File: config.mk
export PLATFORM = sky130hd
export DESIGN_NAME = rv32ie_div
export DESIGN_NICKNAME = d
export VERILOG_FILES = /design/src/hdl/rv32_integer_execute_unit_defines.svh /design/src/hdl/rv32ie_pkg.sv /design/src/hdl/rv32ie_div.sv
export SDC_FILE = /design/constraint.sdc
export NUM_CORES = 1
export LEC_CHECK = 0
export BUFFER_PORTS_ARGS = -buffer_cell sky130_fd_sc_hd__buf_4
export CAP_MARGIN = 20
export CORE_MARGIN = 2
export CORE_UTILIZATION = 64
export DETAILED_ROUTE_END_ITERATION = 8
export PLACE_DENSITY_LB_ADDON = 0.15
export SKIP_LAST_GASP = 1
export SLEW_MARGIN = 0
export SYNTH_ARGS = -nofsm -noshare
export SYNTH_HDL_FRONTEND = slang
export SYNTH_SLANG_ARGS = --single-unit
File: constraint.sdc
create_clock -name i_clk -period 7.57 [get_ports i_clk]
set_input_delay 0.3785 -clock i_clk [delete_from_list [all_inputs] [get_ports i_clk]]
set_output_delay 0.3785 -clock i_clk [all_outputs]
set_load 0.01 [all_outputs]
File: src/hdl/rv32_integer_execute_unit_defines.svh
// assertion macros used by the execute unit
// no dependencies; included by the execute unit module, which checks its own logic
`ifndef RV32_INTEGER_EXECUTE_UNIT_DEFINES_SVH
`define RV32_INTEGER_EXECUTE_UNIT_DEFINES_SVH
`ifndef SYNTHESIS
`define RV32IE_ASSERT_IMP(label, clk, rst_n, ante, cons) \
    label: assert property (@(posedge clk) disable iff (!rst_n) (ante) |-> (cons)) \
        else $error("implication check failed");
`define RV32IE_ASSERT_NXT(label, clk, rst_n, ante, cons) \
    label: assert property (@(posedge clk) disable iff (!rst_n) (ante) |=> (cons)) \
        else $error("next-cycle check failed");
`else
`define RV32IE_ASSERT_IMP(label, clk, rst_n, ante, cons)
`define RV32IE_ASSERT_NXT(label, clk, rst_n, ante, cons)
`endif
`endif

File: src/hdl/rv32ie_pkg.sv
// shared constants, opcodes and types of the execute unit
// no dependencies
package rv32ie_pkg;
    localparam int IMEM_DEPTH     = 16384;
    localparam int PC_W           = 14;
    localparam int DMEM_DEPTH_DEF = 65536;
    localparam int XLEN           = 32;
    localparam int RF_DEPTH       = 32;
    localparam int RF_AW          = 5;

    localparam logic [6:0] OPC_IO     = 7'b0001011;
    localparam logic [6:0] OPC_LUI    = 7'b0110111;
    localparam logic [6:0] OPC_AUIPC  = 7'b0010111;
    localparam logic [6:0] OPC_JAL    = 7'b1101111;
    localparam logic [6:0] OPC_JALR   = 7'b1100111;
    localparam logic [6:0] OPC_BRANCH = 7'b1100011;
    localparam logic [6:0] OPC_LOAD   = 7'b0000011;
    localparam logic [6:0] OPC_STORE  = 7'b0100011;
    localparam logic [6:0] OPC_OPIMM  = 7'b0010011;
    localparam logic [6:0] OPC_OP     = 7'b0110011;
    localparam logic [6:0] F7_BASE    = 7'b0000000;
    localparam logic [6:0] F7_ALT     = 7'b0100000;
    localparam logic [6:0] F7_MULDIV  = 7'b0000001;

    // funct3 codes
    localparam logic [2:0] F3_ADD  = 3'd0;
    localparam logic [2:0] F3_SLL  = 3'd1;
    localparam logic [2:0] F3_SLT  = 3'd2;
    localparam logic [2:0] F3_SLTU = 3'd3;
    localparam logic [2:0] F3_XOR  = 3'd4;
    localparam logic [2:0] F3_SRL  = 3'd5;
    localparam logic [2:0] F3_OR   = 3'd6;
    localparam logic [2:0] F3_AND  = 3'd7;
    localparam logic [2:0] F3_BEQ  = 3'd0;
    localparam logic [2:0] F3_BNE  = 3'd1;
    localparam logic [2:0] F3_BLT  = 3'd4;
    localparam logic [2:0] F3_BGE  = 3'd5;
    localparam logic [2:0] F3_BLTU = 3'd6;
    localparam logic [2:0] F3_BGEU = 3'd7;
    localparam logic [2:0] F3_LB   = 3'd0;
    localparam logic [2:0] F3_LH   = 3'd1;
    localparam logic [2:0] F3_LW   = 3'd2;
    localparam logic [2:0] F3_LBU  = 3'd4;
    localparam logic [2:0] F3_LHU  = 3'd5;

    typedef struct packed {
        logic            start;
        logic [XLEN-1:0] dividend;
        logic [XLEN-1:0] divisor;
    } t_div_req;

    typedef struct packed {
        logic            done;
        logic [XLEN-1:0] quot;
    } t_div_rsp;
endpackage

File: src/hdl/rv32ie_div.sv
// iterative signed divider, one quotient bit per cycle
// depends on rv32ie_pkg
module rv32ie_div (
    input  logic                 i_clk,
    input  logic                 i_rst_n,
    input  rv32ie_pkg::t_div_req i_req,
    output rv32ie_pkg::t_div_rsp o_rsp
);
    import rv32ie_pkg::*;

    logic [XLEN-1:0] r_rem, r_quot, r_div;
    logic [5:0]      r_cnt;
    logic            r_busy, r_done, r_neg, r_zero;
    logic [XLEN:0]   w_shift, w_diff;
    logic [XLEN-1:0] w_mag_a, w_mag_b;

    assign w_mag_a = i_req.dividend[XLEN-1] ? (~i_req.dividend + 32'd1) : i_req.dividend;
    assign w_mag_b = i_req.divisor[XLEN-1]  ? (~i_req.divisor + 32'd1)  : i_req.divisor;
    assign w_shift = {r_rem, r_quot[XLEN-1]};
    assign w_diff  = w_shift - {1'b0, r_div};

    // control
    always_ff @(posedge i_clk) begin
        if (!i_rst_n) begin
            r_busy <= 1'b0;
            r_done <= 1'b0;
            r_cnt  <= '0;
        end else begin
            r_done <= 1'b0;
            if (i_req.start) begin
                r_busy <= 1'b1;
                r_cnt  <= 6'd32;
            end else if (r_busy) begin
                r_cnt <= r_cnt - 6'd1;
                if (r_cnt == 6'd1) begin
                    r_busy <= 1'b0;
                    r_done <= 1'b1;
                end
            end
        end
    end

    // restoring step on magnitudes
    always_ff @(posedge i_clk) begin
        if (i_req.start) begin
            r_rem  <= '0;
            r_quot <= w_mag_a;
            r_div  <= w_mag_b;
            r_neg  <= i_req.dividend[XLEN-1] ^ i_req.divisor[XLEN-1];
            r_zero <= (i_req.divisor == '0);
        end else if (r_busy) begin
            if (!w_diff[XLEN]) begin
                r_rem <= w_diff[XLEN-1:0];
            end else begin
                r_rem <= w_shift[XLEN-1:0];
            end
            r_quot <= {r_quot[XLEN-2:0], ~w_diff[XLEN]};
        end
    end

    // sign fix-up, divide by zero gives all ones
    assign o_rsp.done = r_done;
    assign o_rsp.quot = r_zero ? '1 : (r_neg ? (~r_quot + 32'd1) : r_quot);
endmodule

==> flow_metrics.tcl <==
set metrics [dict create \
    worstMarginPinSlew_ps 1060 \
    dp_hpwl_mm 12.4 \
    area_growth_pct 13.4 \
    vias 6825 \
    seq_area_frac_synth 0.353 \
    clk_pin_slew_ps 80 \
    cp-endpoint "o_rsp[29]" \
    ant_nets 0 \
    hold_viol 0 \
    drive_gt1_frac 0.139 \
    ctsResizeCount 0 \
    hp-class "input pin to flop" \
    syn_area_per_cell_sq_um 8.42 \
    postCtsHoldBufs 0 \
    p_clk_frac 0.258 \
    cpPeakStageDelay_ps 440 \
    cp_cell_sequence "or3_4 -> or4_4 -> or3_4 -> or2_2 -> nor2_1 -> nand4_1 -> o41ai_1 -> xor2_1 -> nand2_1 -> buf_4" \
    io_pins 100 \
    ys.flop_type "edfxtp_1" \
    fin_ws_ps 3600 \
    internal_power_mw 1.19 \
    start_kind "flop" \
    path_common_cell "or3_4" \
    final_cell_mix "nand2_1, buf_4, nor2_1, a21oi_1, edfxtp_1" \
    cts_buffers 9 \
    synth_warnings 0 \
    cts_tree "built" \
    cts_setup_buffers 0 \
    syn_inst 936 \
    fin_setup_tns_ps 0 \
    dr.first_iter.drc_count 469 \
    final_net_count 1100 \
    synth-seq-cells 106 \
    fmax_mhz 252 \
    period_needed_ps 3970 \
    cp-end-kind "output pin" \
    grt_usage 0.265 \
    wl_mm 17.1 \
    finalClockSkew_ps 11.9 \
    gp_congestion 1.01 \
    post-route-period-util 0.525 \
    pwr-share-comb 0.329 \
    power.leakage_nw 3.64 \
    power_density_nw_per_um2 201 \
    drt-pass1-iter-count 5 \
    viasPerCell 5.95 \
    overflow 0 \
    p_seq_frac 0.413 \
    status "complete, no violations" \
    portBuffers 99 \
    cts_sinks 106 \
    rows 40 \
    synthArstFlopShare 0 \
    grt_pass1_wl_mm 28.6 \
    chipHeight_um 115 \
    crit_type "flop to output pin" \
    timing.rr.end "r_rem[29]$_SDFFE_PP0P_" \
    dpl_worst_slack_ps 3660 \
    finalSetupViolations 0 \
    clk_path_buf_depth 2 \
    antenna_cells 0 \
    r2r_cells 12 \
    crit_start "r_quot[8]$_DFFE_PP_" \
    drc 0 \
    irDropWorstVdd_uv 102 \
    die_w_um 115 \
    cp_data_arrival_time_ps 3590 \
    critPathMaxFanout 4 \
    worstSkewPairLatency_ps 350 \
    rrSetupSlack_ps 3690 \
    antenna_found_initial 0 \
    synth_cell_types 61 \
    h-tree-depth 3 \
    grt_max_degree 85 \
    syn_nets 1041 \
    syn_area_sq_um 7890 \
    initial_core_util 0.656 \
    final_common_cell "nand2_1" \
    synth_edf_count 66 \
    root_buffer "clkbuf_16" \
    avgRoutedWirePerCell_um 14.9 \
    slew_headroom 0.293 \
    required_ps 7190 \
    drv_slew 0 \
    slowest_stage "edfxtp_1" \
    timing.rr.start "r_quot[31]$_DFFE_PP_" \
    max_cap_viol_count 0 \
    hp-start "i_rst_n" \
    dieArea_sq_um 13200 \
    core_sq_um 12000 \
    p_sw_mw 0.606 \
    p_sw_frac 0.338 \
    rsz0062_at_grt "no" \
    grt_pass1_vias 6241 \
]
[stage by stage]
step            util  instance area [sq um]  hold WS, ps  power [mW]  cells
2_1_floorplan      -                   7890          458        1.16    936
3_3_place_gp   0.720                   8650          476        1.32   1131
4_1_cts        0.745                   8940          252        1.80   1147
5_1_grt        0.745                   8940          255        1.90   1147
6_report       0.745                   8940          254        1.79   1147
3_5_place_dp   0.720                   8650          490        1.34   1131
[area by class of cell]
type	instances	area [sq um]
multi-input combinational	719	4700
fill	975	3070
sequential	106	2780
timing repair buffer	103	773
clock buffer	10	250
inverter	56	210
tap	147	184
clock inverter	6	46.3
[layer usage]
metal / vias up / global-route usage / wire length (um)
li1: 3482 / - / -
met1: 3121 / 0.370 / 8000
met2: 207 / 0.440 / 8010
met3: 15 / 0.0385 / 867
met4: 0 / 0.0602 / 210
met5: - / 0 / 0
[state kept, by name (all words and copies together) (netlist names)]
signal / cells
r_div: 32
r_quot: 32
r_rem: 32
r_cnt: 6
r_busy: 1
r_done: 1
r_neg: 1
r_zero: 1
[kinds of logic (layout without fill, tap and decap cells)]
family / count (synthesis) / in the layout / share of synthesized area
simple gates: 312 / 312 / 0.188
compound gates: 248 / 248 / 0.207
xor+xnor: 114 / 114 / 0.128
buf+inv: 111 / 175 / 0.0538
flops: 106 / 106 / 0.353
fa+ha+maj: 38 / 38 / 0.0612
mux: 7 / 7 / 0.00904
[critical path: cells and delay by family, from the launching register on]
family | cells | cell delay (ps)
xor+xnor | 1 | 230
buf+inv | 1 | 190
compound gates | 1 | 400
simple gates | 7 | 2000
flops | 1 | 440
[synthesized netlist by cell type, types with 27 or more instances]
cell type / count / area, sq um
a21oi_1: 71 / 355
xor2_1: 57 / 499
ha_1: 37 / 463
xnor2_1: 56 / 490
nand2_1: 110 / 413
o21ai_0: 48 / 240
inv_1: 56 / 210
nor2_1: 87 / 327
clkbuf_1: 49 / 184
o31ai_1: 27 / 203
dfxtp_1: 40 / 801
edfxtp_1: 66 / 1980
[power by group through the flow]
stage                     registers [mW]  clock network [mW]  logic (mW)
after floorplan                    0.731                   0       0.430
after global placement             0.750                   0       0.573
after detailed placement           0.752                   0       0.584
after CTS                          0.739               0.469       0.588
after global routing               0.749               0.496       0.659
final                              0.740               0.464       0.590
[how the worst min path moves through the flow]
stage	cells after the start	endpoint
4_1_cts	2	r_busy$_SDFF_PN0_
2_1_floorplan	2	r_rem[23]$_SDFFE_PP0P_
3_5_place_dp	2	r_rem[1]$_SDFFE_PP0P_
5_1_grt	1	r_div[0]$_DFFE_PP_
6_report	2	r_busy$_SDFF_PN0_
3_3_place_gp	2	r_rem[23]$_SDFFE_PP0P_
Note: power is estimated with default switching activity, not from simulation.
