===== src/hdl/rv32_integer_execute_unit_defines.svh =====
// assertion macros used by the execute unit
// no dependencies; included by the execute unit module, which checks its own logic
`ifndef RV32_INTEGER_EXECUTE_UNIT_DEFINES_SVH
`define RV32_INTEGER_EXECUTE_UNIT_DEFINES_SVH
`ifndef SYNTHESIS
`define RV32IE_ASSERT_IMP(label, clk, rst_n, ante, cons) \
    label: assert property (@(posedge clk) disable iff (!rst_n) (ante) |-> (cons)) \
        else $error("implication check failed");
`define RV32IE_ASSERT_NXT(label, clk, rst_n, ante, cons) \
    label: assert property (@(posedge clk) disable iff (!rst_n) (ante) |=> (cons)) \
        else $error("next-cycle check failed");
`else
`define RV32IE_ASSERT_IMP(label, clk, rst_n, ante, cons)
`define RV32IE_ASSERT_NXT(label, clk, rst_n, ante, cons)
`endif
`endif


===== src/hdl/rv32ie_ram.sv =====
// generic single-write, single-read ram with registered read data
// no dependencies
module rv32ie_ram #(
    parameter int WIDTH = 32,
    parameter int DEPTH = 32
) (
    input  logic                     i_clk,
    input  logic                     i_we,
    input  logic [$clog2(DEPTH)-1:0] i_waddr,
    input  logic [WIDTH-1:0]         i_wdata,
    input  logic [$clog2(DEPTH)-1:0] i_raddr,
    output logic [WIDTH-1:0]         o_rdata
);
    logic [WIDTH-1:0] r_mem [DEPTH];

    // write port and registered read port
    always_ff @(posedge i_clk) begin
        if (i_we) begin
            r_mem[i_waddr] <= i_wdata;
        end
        o_rdata <= r_mem[i_raddr];
    end
endmodule


===== config.mk =====
export PLATFORM = sky130hd
export DESIGN_NAME = rv32ie_ram
export DESIGN_NICKNAME = d
export VERILOG_FILES = /design/src/hdl/rv32_integer_execute_unit_defines.svh /design/src/hdl/rv32ie_ram.sv
export SDC_FILE = /design/constraint.sdc
export NUM_CORES = 1
export LEC_CHECK = 0
export ABC_AREA = 1
export BUFFER_PORTS_ARGS = -buffer_cell sky130_fd_sc_hd__buf_2
export CAP_MARGIN = 5
export CORE_MARGIN = 1.5
export CORE_UTILIZATION = 30
export CTS_CLUSTER_DIAMETER = 120
export DETAILED_ROUTE_END_ITERATION = 10
export GPL_TIMING_DRIVEN = 0
export HOLD_SLACK_MARGIN = 0.08
export MAX_ROUTING_LAYER = met4
export SYNTH_ARGS = -nofsm -noshare
export SYNTH_HDL_FRONTEND = slang
export SYNTH_SLANG_ARGS = --single-unit

===== constraint.sdc =====
create_clock -name i_clk -period 4.2 [get_ports i_clk]
set_input_delay 0.42 -clock i_clk [delete_from_list [all_inputs] [get_ports i_clk]]
set_output_delay 0.42 -clock i_clk [all_outputs]
set_load 0.02 [all_outputs]

==> results of run 1 <==
[area by class of cell]
| class | instances | area share, % |
|---|---|---|
| Sequential cell | 1056 | 63.45 |
| Multi-Input combinational cell | 2252 | 19.54 |
| Clock buffer | 126 | 5.642 |
| Tap cell | 1876 | 4.745 |
| Buffer | 218 | 3.116 |
| Timing Repair Buffer | 104 | 2.145 |
| Clock inverter | 72 | 1.191 |
| Inverter | 10 | 0.09105 |
| Antenna cell | 15 | 0.07587 |
[cell families after synthesis]
| kind of cell | Yosys count |
|---|---|
| and+or+nand+nor | 2252 |
| DFF | 1056 |
| buffers and inverters | 228 |
[cells in the mapped netlist]
cell and n:
sky130_fd_sc_hd__buf_6 66, sky130_fd_sc_hd__nand3_1 780, sky130_fd_sc_hd__nor2_1 32, sky130_fd_sc_hd__dfxtp_1 32
sky130_fd_sc_hd__buf_4 24, sky130_fd_sc_hd__buf_1 18, sky130_fd_sc_hd__nand2_1 1440, sky130_fd_sc_hd__inv_8 1
sky130_fd_sc_hd__inv_1 7, sky130_fd_sc_hd__edfxtp_1 1024, sky130_fd_sc_hd__buf_8 3, sky130_fd_sc_hd__buf_2 83
sky130_fd_sc_hd__clkbuf_1 24, sky130_fd_sc_hd__inv_2 2
[critical path, delay by kind of cell]
family / cells / cell delay [ns]
buffers and inverters: 3 / 1.68
and+or+nand+nor: 4 / 0.74
[stage by stage]
stage | setup WS, ns | cell area [um^2] | std cells | util, % | hold slack (ns)
6_report | 1.957 | 49470 | 5729 | 35.37 | 0.2872
5_1_grt | 2.047 | 49460 | 5726 | 35.36 | 0.2901
2_1_floorplan | 1.704 | 42410 | 3536 | - | 0.5189
3_5_place_dp | 1.410 | 46050 | 5516 | 32.93 | 0.8244
4_1_cts | 2.137 | 49430 | 5714 | 35.34 | 0.2468
3_3_place_gp | -0.5160 | 45110 | 5484 | 32.25 | 0.8197
[sequential cells by signal, indices dropped and copies added, names as in the netlist]
register	flops
o_rdata	32
r_mem	1024
[final timing paths]
path                      startpoint                      to  slack (ns)  depth (start not counted)
max reg2reg  r_mem[29][20]$_DFFE_PP_     o_rdata[20]$_DFF_P_        2.74                          8
min reg2reg  r_mem[25][29]$_DFFE_PP_     o_rdata[29]$_DFF_P_        0.83                          8
max                       i_raddr[3]     o_rdata[11]$_DFF_P_        1.96                          7
min                       i_wdata[0]  r_mem[24][0]$_DFFE_PP_        0.29                          1
[power breakdown]
part / leakage [nW] / switching, mW / total [mW] / internal, mW
logic: 6.80 / 1.24 / 1.65 / 0.417
clock network: 1.65 / 4.08 / 9.32 / 5.24
registers: 9.49 / 0.0340 / 11.7 / 11.7
[per-layer routing]
| metal | part of all wire [%] | vias to the layer above | GRT usage [%] |
|---|---|---|---|
| met4 | 3.2 | 0 | 6.189 |
| met1 | 40 | 13820 | 23.96 |
| met3 | 9.2 | 243 | 3.226 |
| li1 | - | 12810 | - |
| met2 | 47 | 1394 | 29.10 |
| met5 | 0 | - | - |
==> reports/summary.md, run 1 <==
In the post-synthesis netlist, the biggest area contributors are sky130_fd_sc_hd__edfxtp_1 (73%), sky130_fd_sc_hd__nand2_1 (13%), sky130_fd_sc_hd__nand3_1 (9.2%). The run gives 33 as the largest net degree at the start of global routing. The most numerous cell type found on the critical path is sky130_fd_sc_hd__nand2_1. Data on the critical path is required at its endpoint by 4.82 ns.

Sequential cell area: 0.03139 mm^2. For the worst-skew pair, the clock arrives at the later sink with an insertion delay of 0.70 ns. The die outline height is 379.0 um, and the post-synthesis xor/xnor area fraction is 0%. In this run the mean area of a mapped cell was 11.99 um^2. Across the routed clock network, the largest skew measured is 0.02327 ns.

The dominant cell type by area after synthesis was sky130_fd_sc_hd__edfxtp_1. The most common library cell in the layout ignoring fill and taps is sky130_fd_sc_hd__nand2_1. Dividing the final minimum period by the clock period gives 53.41%. The synthesized netlist devotes 22.24% of its cell area to simple gates.

The hold buffer count at cts came out at 0. The number of global-route vias before repair is 26770, and the number of I/O port buffers is 72. For the routability-driven placement congestion ratio, the log shows 0.8679.

The die is 379.0 um wide. Standard cell with the maximum stage delay on the critical path: sky130_fd_sc_hd__clkbuf_1. Setup repair after global routing left no endpoint under its margin.

For the area of the core, the log shows 0.1399 mm^2. The first routing iteration left 3503 violations. At the pin with the least slew margin, the transition time is 1.290 ns.

Data on the critical path arrives at its endpoint at 2.86 ns. Setup violations remaining at the end of the flow were counted as 0. The worst setup path is launched from an input port. Detailed placement finished with a half-perimeter wire length of 85670 um.

The die covers 0.1436 mm^2. The signal on the critical path passes through buf_2 -> clkbuf_1 -> clkbuf_1 -> nand2_1 -> nand2_1 -> nand2_1 -> nand2_1. The pre-antenna-repair detailed-routing pass consisted of 7 iterations. The number of gates resized after CTS is 0, and the fraction of post-synthesis cell area in the top cell type by area is 72.51%.

For the maximum ir drop on the vdd rail, the log shows 0.0003294 V. In the layout the commonest cells are sky130_fd_sc_hd__nand2_1 (1440), sky130_fd_sc_hd__edfxtp_1 (1024), sky130_fd_sc_hd__nand3_1 (780). The class of the tightest hold or removal check was in -> reg.

For the remaining antenna violation count, the log shows 0. Power spread over the standard cell area amounts to 459.2 mW/mm^2. Headroom to the max-slew limit came out at 14.03%.

The logs give 0 for the DRC violations left and 76 for the number of I/O pins. The logs give 0 for the number of failing hold endpoints at the final stage and 0 for the number of setup buffers added after CTS. After synthesis the netlist holds a flip-flop and latch count of 1056. Max-cap violations in this run came to 0. Synthesis produced 3536 cells. TritonCTS built the clock tree.

The area growth from synthesis to final layout is 16.66%. For the leakage power of the design, the log shows 17.94 nW. Once the floorplan was initialized, standard cells occupied 30.32% of the core. The number of buffers inserted during clock tree synthesis was 107.

Critical path capture point type: a register. The netlist uses 14 different library cells. Summed over all layers, the global routing overflow is 0. The CTS clock-pin slew for the worst setup and hold paths was 0.06 ns. The largest fanout on the critical path was 10; the wire length per cell after detailed routing was 22.67 um. After synthesis, the largest family of logic cells by area is simple AND/OR/NAND/NOR gates.

The routed design could run at a clock period as short as 2.243 ns. For this run, the top clock speed supported by timing is 445.8 MHz. The clock net in this run drives a total of 1056 sinks. In the global route stage, overall resource usage came out at 18.42%. The sum of negative setup slack is 0 ns.

Summing over every cut layer, the via total after detailed routing is 28270. The first global-routing pass estimated 185600 um of wire. The multiplexer share of the synthesized area is 0%, and the depth of the CTS H-tree is 3.

The synthesized netlist devotes 0% of its cell area to compound gates. After filler insertion, the fill cell instance count of the layout stands at 13580. The root buffer cell chosen for the clock tree is sky130_fd_sc_hd__clkbuf_16.

The tools report the post-synthesis instance area as 0.04241 mm^2. The number of antenna violations at the first check in global routing is 16. The highest cell delay on the worst timing path works out to 0.77 ns. After synthesis, flip-flops and latches occupy 74.02% of the total area. The fraction of layout instances using a drive strength above 1 works out to 12.19%. The area of the multi-input gates was 0.009669 mm^2; the clock tree buffer depth was 3. The adder-cell share of the synthesized area was 0%.

The run finished with clean final reports. The total number of yosys warnings is 0, and the total wire length is 129900 um. Overall power: 22.72 mW.

The total number of nets in the final design is 3793. Dividing the detail-routed via count by the number of cells gives 4.934. The number of nets in the synthesized netlist is 3580. Type of the worst setup path: in -> reg. The final number of max-transition violations was 0; the number of core rows was 137.
Power figures use the tool's default switching activity.
==> run 2, diff against run 1 <==
- clock period: 4.2 -> 2.3 ns (I/O delays scaled with it)
==> run 2 against run 1 <==
First-iteration DRC count grew 1.2%. Hold slack lost 0.18 ns. Clock skew grew 0.0025 ns. Critical path type unchanged. Highest routed layer unchanged.
==> reports/summary.md, run 2 (same netlist as run 1, synthesis figures left out) <==
The run finished with clean final reports. For this run, design rule violations remaining after detail routing come to 0. Dividing the detail-routed wire length by the instance count gives 22.64 um.

For the starting DRC count in detailed routing, the log shows 3544. In this run the vertical extent of the chip is 379.0 um. Leakage power of the design: 17.95 nW. The number of instances in the placed design is 5516.

No sink is reached through more buffers than the 3 on the longest clock path. At the worst endpoint, the required time is 2.92 ns. The number of setup buffers added after CTS is 0. Terminus of the critical flop-to-flop path: o_rdata[14]$_DFF_P_. The internal portion of the total power is 31.71 mW.

The library cell used most frequently in the layout, excluding fill and tap cells, is sky130_fd_sc_hd__nand2_1. Counting the buffers created by CTS gives 107. TritonCTS built the clock tree. For the register share of total power, the log shows 51.7%. The run gives 18.42% as the global routing usage summed across all routing layers. The logs give 7 for the iteration count of the initial detailed-routing pass and 0.009669 mm^2 for the area of the multi-input gates. The tools report the largest net degree at the start of global routing as 33. For this design, the sink count on the clock tree is 1056.

At the end of the flow, the number of nets in the layout was 3795. The critical path is of the in -> reg type. The number of maximum-capacitance violations was 0; the routability-driven placement congestion ratio was 0.8679. The area growth from synthesis to final layout was 16.69%. The non-filler instance count after layout was 5728; the clock period minus final worst setup slack was 2.020 ns. The CTS clock-pin slew for the worst setup and hold paths came out at 0.06 ns.

The number of core rows is 137. The number of global-route vias before repair is 26780. The fraction of layout instances using a drive strength above 1 works out to 12.19%.

Number of failing hold endpoints at the final stage: 0. The detail-routed via count per cell was 4.910. Summed over all nets, the half-perimeter wirelength after detailed placement is 85670 um.

The number of I/O port buffers is 72, and the sequential cell area is 0.03139 mm^2. Of all nets on the critical path, the largest fanout is 10. Pin placement for this block handled 76 I/O pins. The total of endpoints with negative setup slack in the final report came out at 0.

The run gives 41.0% as the proportion of power drawn by the clock network. In this run the most critical hold path is launched from i_wdata[28]. Between clock sinks in the finished design, the worst skew comes to 0.02582 ns.

The tools report the launch point of the worst path as i_raddr[3]. For this design the total switching power over the nets is 9.758 mW. In this run switching power makes up 23.53% of total power. STA classifies the critical path endpoint as a register.

The final route contains 28120 vias. The final critical path takes up 87.82% of the cycle. Of the total power, combinational logic draws 7.3%. Leaving out fill and tap cells, the most frequent cells in the layout are sky130_fd_sc_hd__nand2_1 (1440), sky130_fd_sc_hd__edfxtp_1 (1024), sky130_fd_sc_hd__nand3_1 (780). Across all register-to-register paths, the minimum setup slack is 0.83 ns. The worst setup path is launched from an input port.

The final number of max-transition violations is 0. In this run the remaining antenna-violating nets after routing total 0. The buffer type at the clock tree root is sky130_fd_sc_hd__clkbuf_16.

The tools report the top achievable clock speed as 495.1 MHz. Global routing finished with a remaining overflow of 0. After floorplanning, the core was sized to cover 0.1399 mm^2. The floorplan step set the die width to 379.0 um. The worst register-to-register path begins at r_mem[21][14]$_DFFE_PP_. The worst pin sits at a relative slew slack of 15.14%. In the final layout, the registers with the most flip-flops are r_mem x1024, o_rdata x32. The worst endpoint data arrival time is 2.64 ns. The total wire length came out at 129700 um. For the die area, the log shows 0.1436 mm^2. IR analysis of the VDD net gives a maximum drop of 0.0006056 V. The power density relative to cell area was 838.0 mW/mm^2. The number of antenna violations at the first check in global routing was 16. End point of the critical path: o_rdata[11]$_DFF_P_.

Cells fill 35.38% of the core in the end. Setup repair after global routing left no endpoint under its margin. The register name with the most flops is r_mem. The hold path depth came out at 1.

For the pin with the worst max-slew slack, the measured transition is 1.273 ns. Number of fill cells: 13580. In this run the number of H-tree levels came out at 3.

Clock latency on the worst-skew pair, taken at its later pin, is 0.70 ns. Once the floorplan was initialized, standard cells occupied 30.32% of the core. Global-route wire length before repair: 185600 um.

The register with the most flip-flops in the layout has 1024 of them. For the worst flop-to-flop path, the logic depth is 8. The class of the tightest hold or removal check was in -> reg.
-- run 2: cell types whose count changed in the layout (fill, tap and decap cells not counted), sizes merged --
cell	before	now
dlygate4sd3	0	2
diode	15	12
-- run 2: layer usage --
metal / part of all wire (%) / wire length, um / up-vias / track usage [%]
met3: 9.4 / 12130 / 245 / 3.172
li1: - / - / 12810 / -
met1: 40 / 52320 / 13670 / 23.99
met5: 0 / 0 / - / -
met4: 3.3 / 4236 / 0 / 6.189
met2: 47 / 61020 / 1405 / 29.10
-- run 2: repair_timing --
action,CTS,global route
setup endpoints to repair,0,0
endpoints found under the hold margin,33,0
hold buffers,2,0
gates resized for setup,0,0
-- run 2: power groups by stage --
stage	Clock (mW)	Combinational [mW]	Sequential, mW
final	17.0	3.02	21.4
after global routing	17.8	3.25	21.5
after CTS	17.1	3.00	21.5
after detailed placement	0	2.99	21.9
after global placement	0	2.90	21.9
after floorplan	0	1.47	21.9
-- run 2: worst min-delay path by stage --
stage                                   endpoint  slack (ns)
final                     r_mem[2][28]$_DFFE_PP_        0.11
after global routing       r_mem[1][2]$_DFFE_PP_        0.12
after detailed placement              o_rdata[3]        0.65
after global placement                o_rdata[4]        0.65
after floorplan            r_mem[0][0]$_DFFE_PP_        0.33
after CTS                 r_mem[11][6]$_DFFE_PP_        0.09
-- run 2: critical path, cell delays in order --
cell                       delay [ns]
sky130_fd_sc_hd__buf_2           0.18
sky130_fd_sc_hd__clkbuf_1        0.75
sky130_fd_sc_hd__clkbuf_1        0.72
sky130_fd_sc_hd__nand2_1         0.20
sky130_fd_sc_hd__nand2_1         0.14
sky130_fd_sc_hd__nand2_1         0.18
sky130_fd_sc_hd__nand2_1         0.21
-- run 2: cell type report --
cell class	count	share of cell area (%)
Sequential cell	1056	63.43
Buffer	218	3.115
Antenna cell	12	0.06068
Multi-Input combinational cell	2252	19.54
Tap cell	1876	4.743
Inverter	10	0.09102
Clock buffer	126	5.641
Clock inverter	72	1.191
Timing Repair Buffer	106	2.185
-- run 2: per-stage QoR --
step / setup TNS (ns) / setup slack [ns] / power, mW / hold WS [ns] / instance area, um^2
after floorplan: -0.9134 / -0.006463 / 23.42 / 0.3289 / 42410
after global placement: -1780.46 / -2.226 / 24.76 / 0.6480 / 45110
after detailed placement: -43.37 / -0.2995 / 24.85 / 0.6464 / 46050
after CTS: 0 / 0.4274 / 41.56 / 0.08576 / 49450
after global routing: 0 / 0.3375 / 42.54 / 0.1237 / 49490
final: 0 / 0.2801 / 41.47 / 0.1109 / 49490
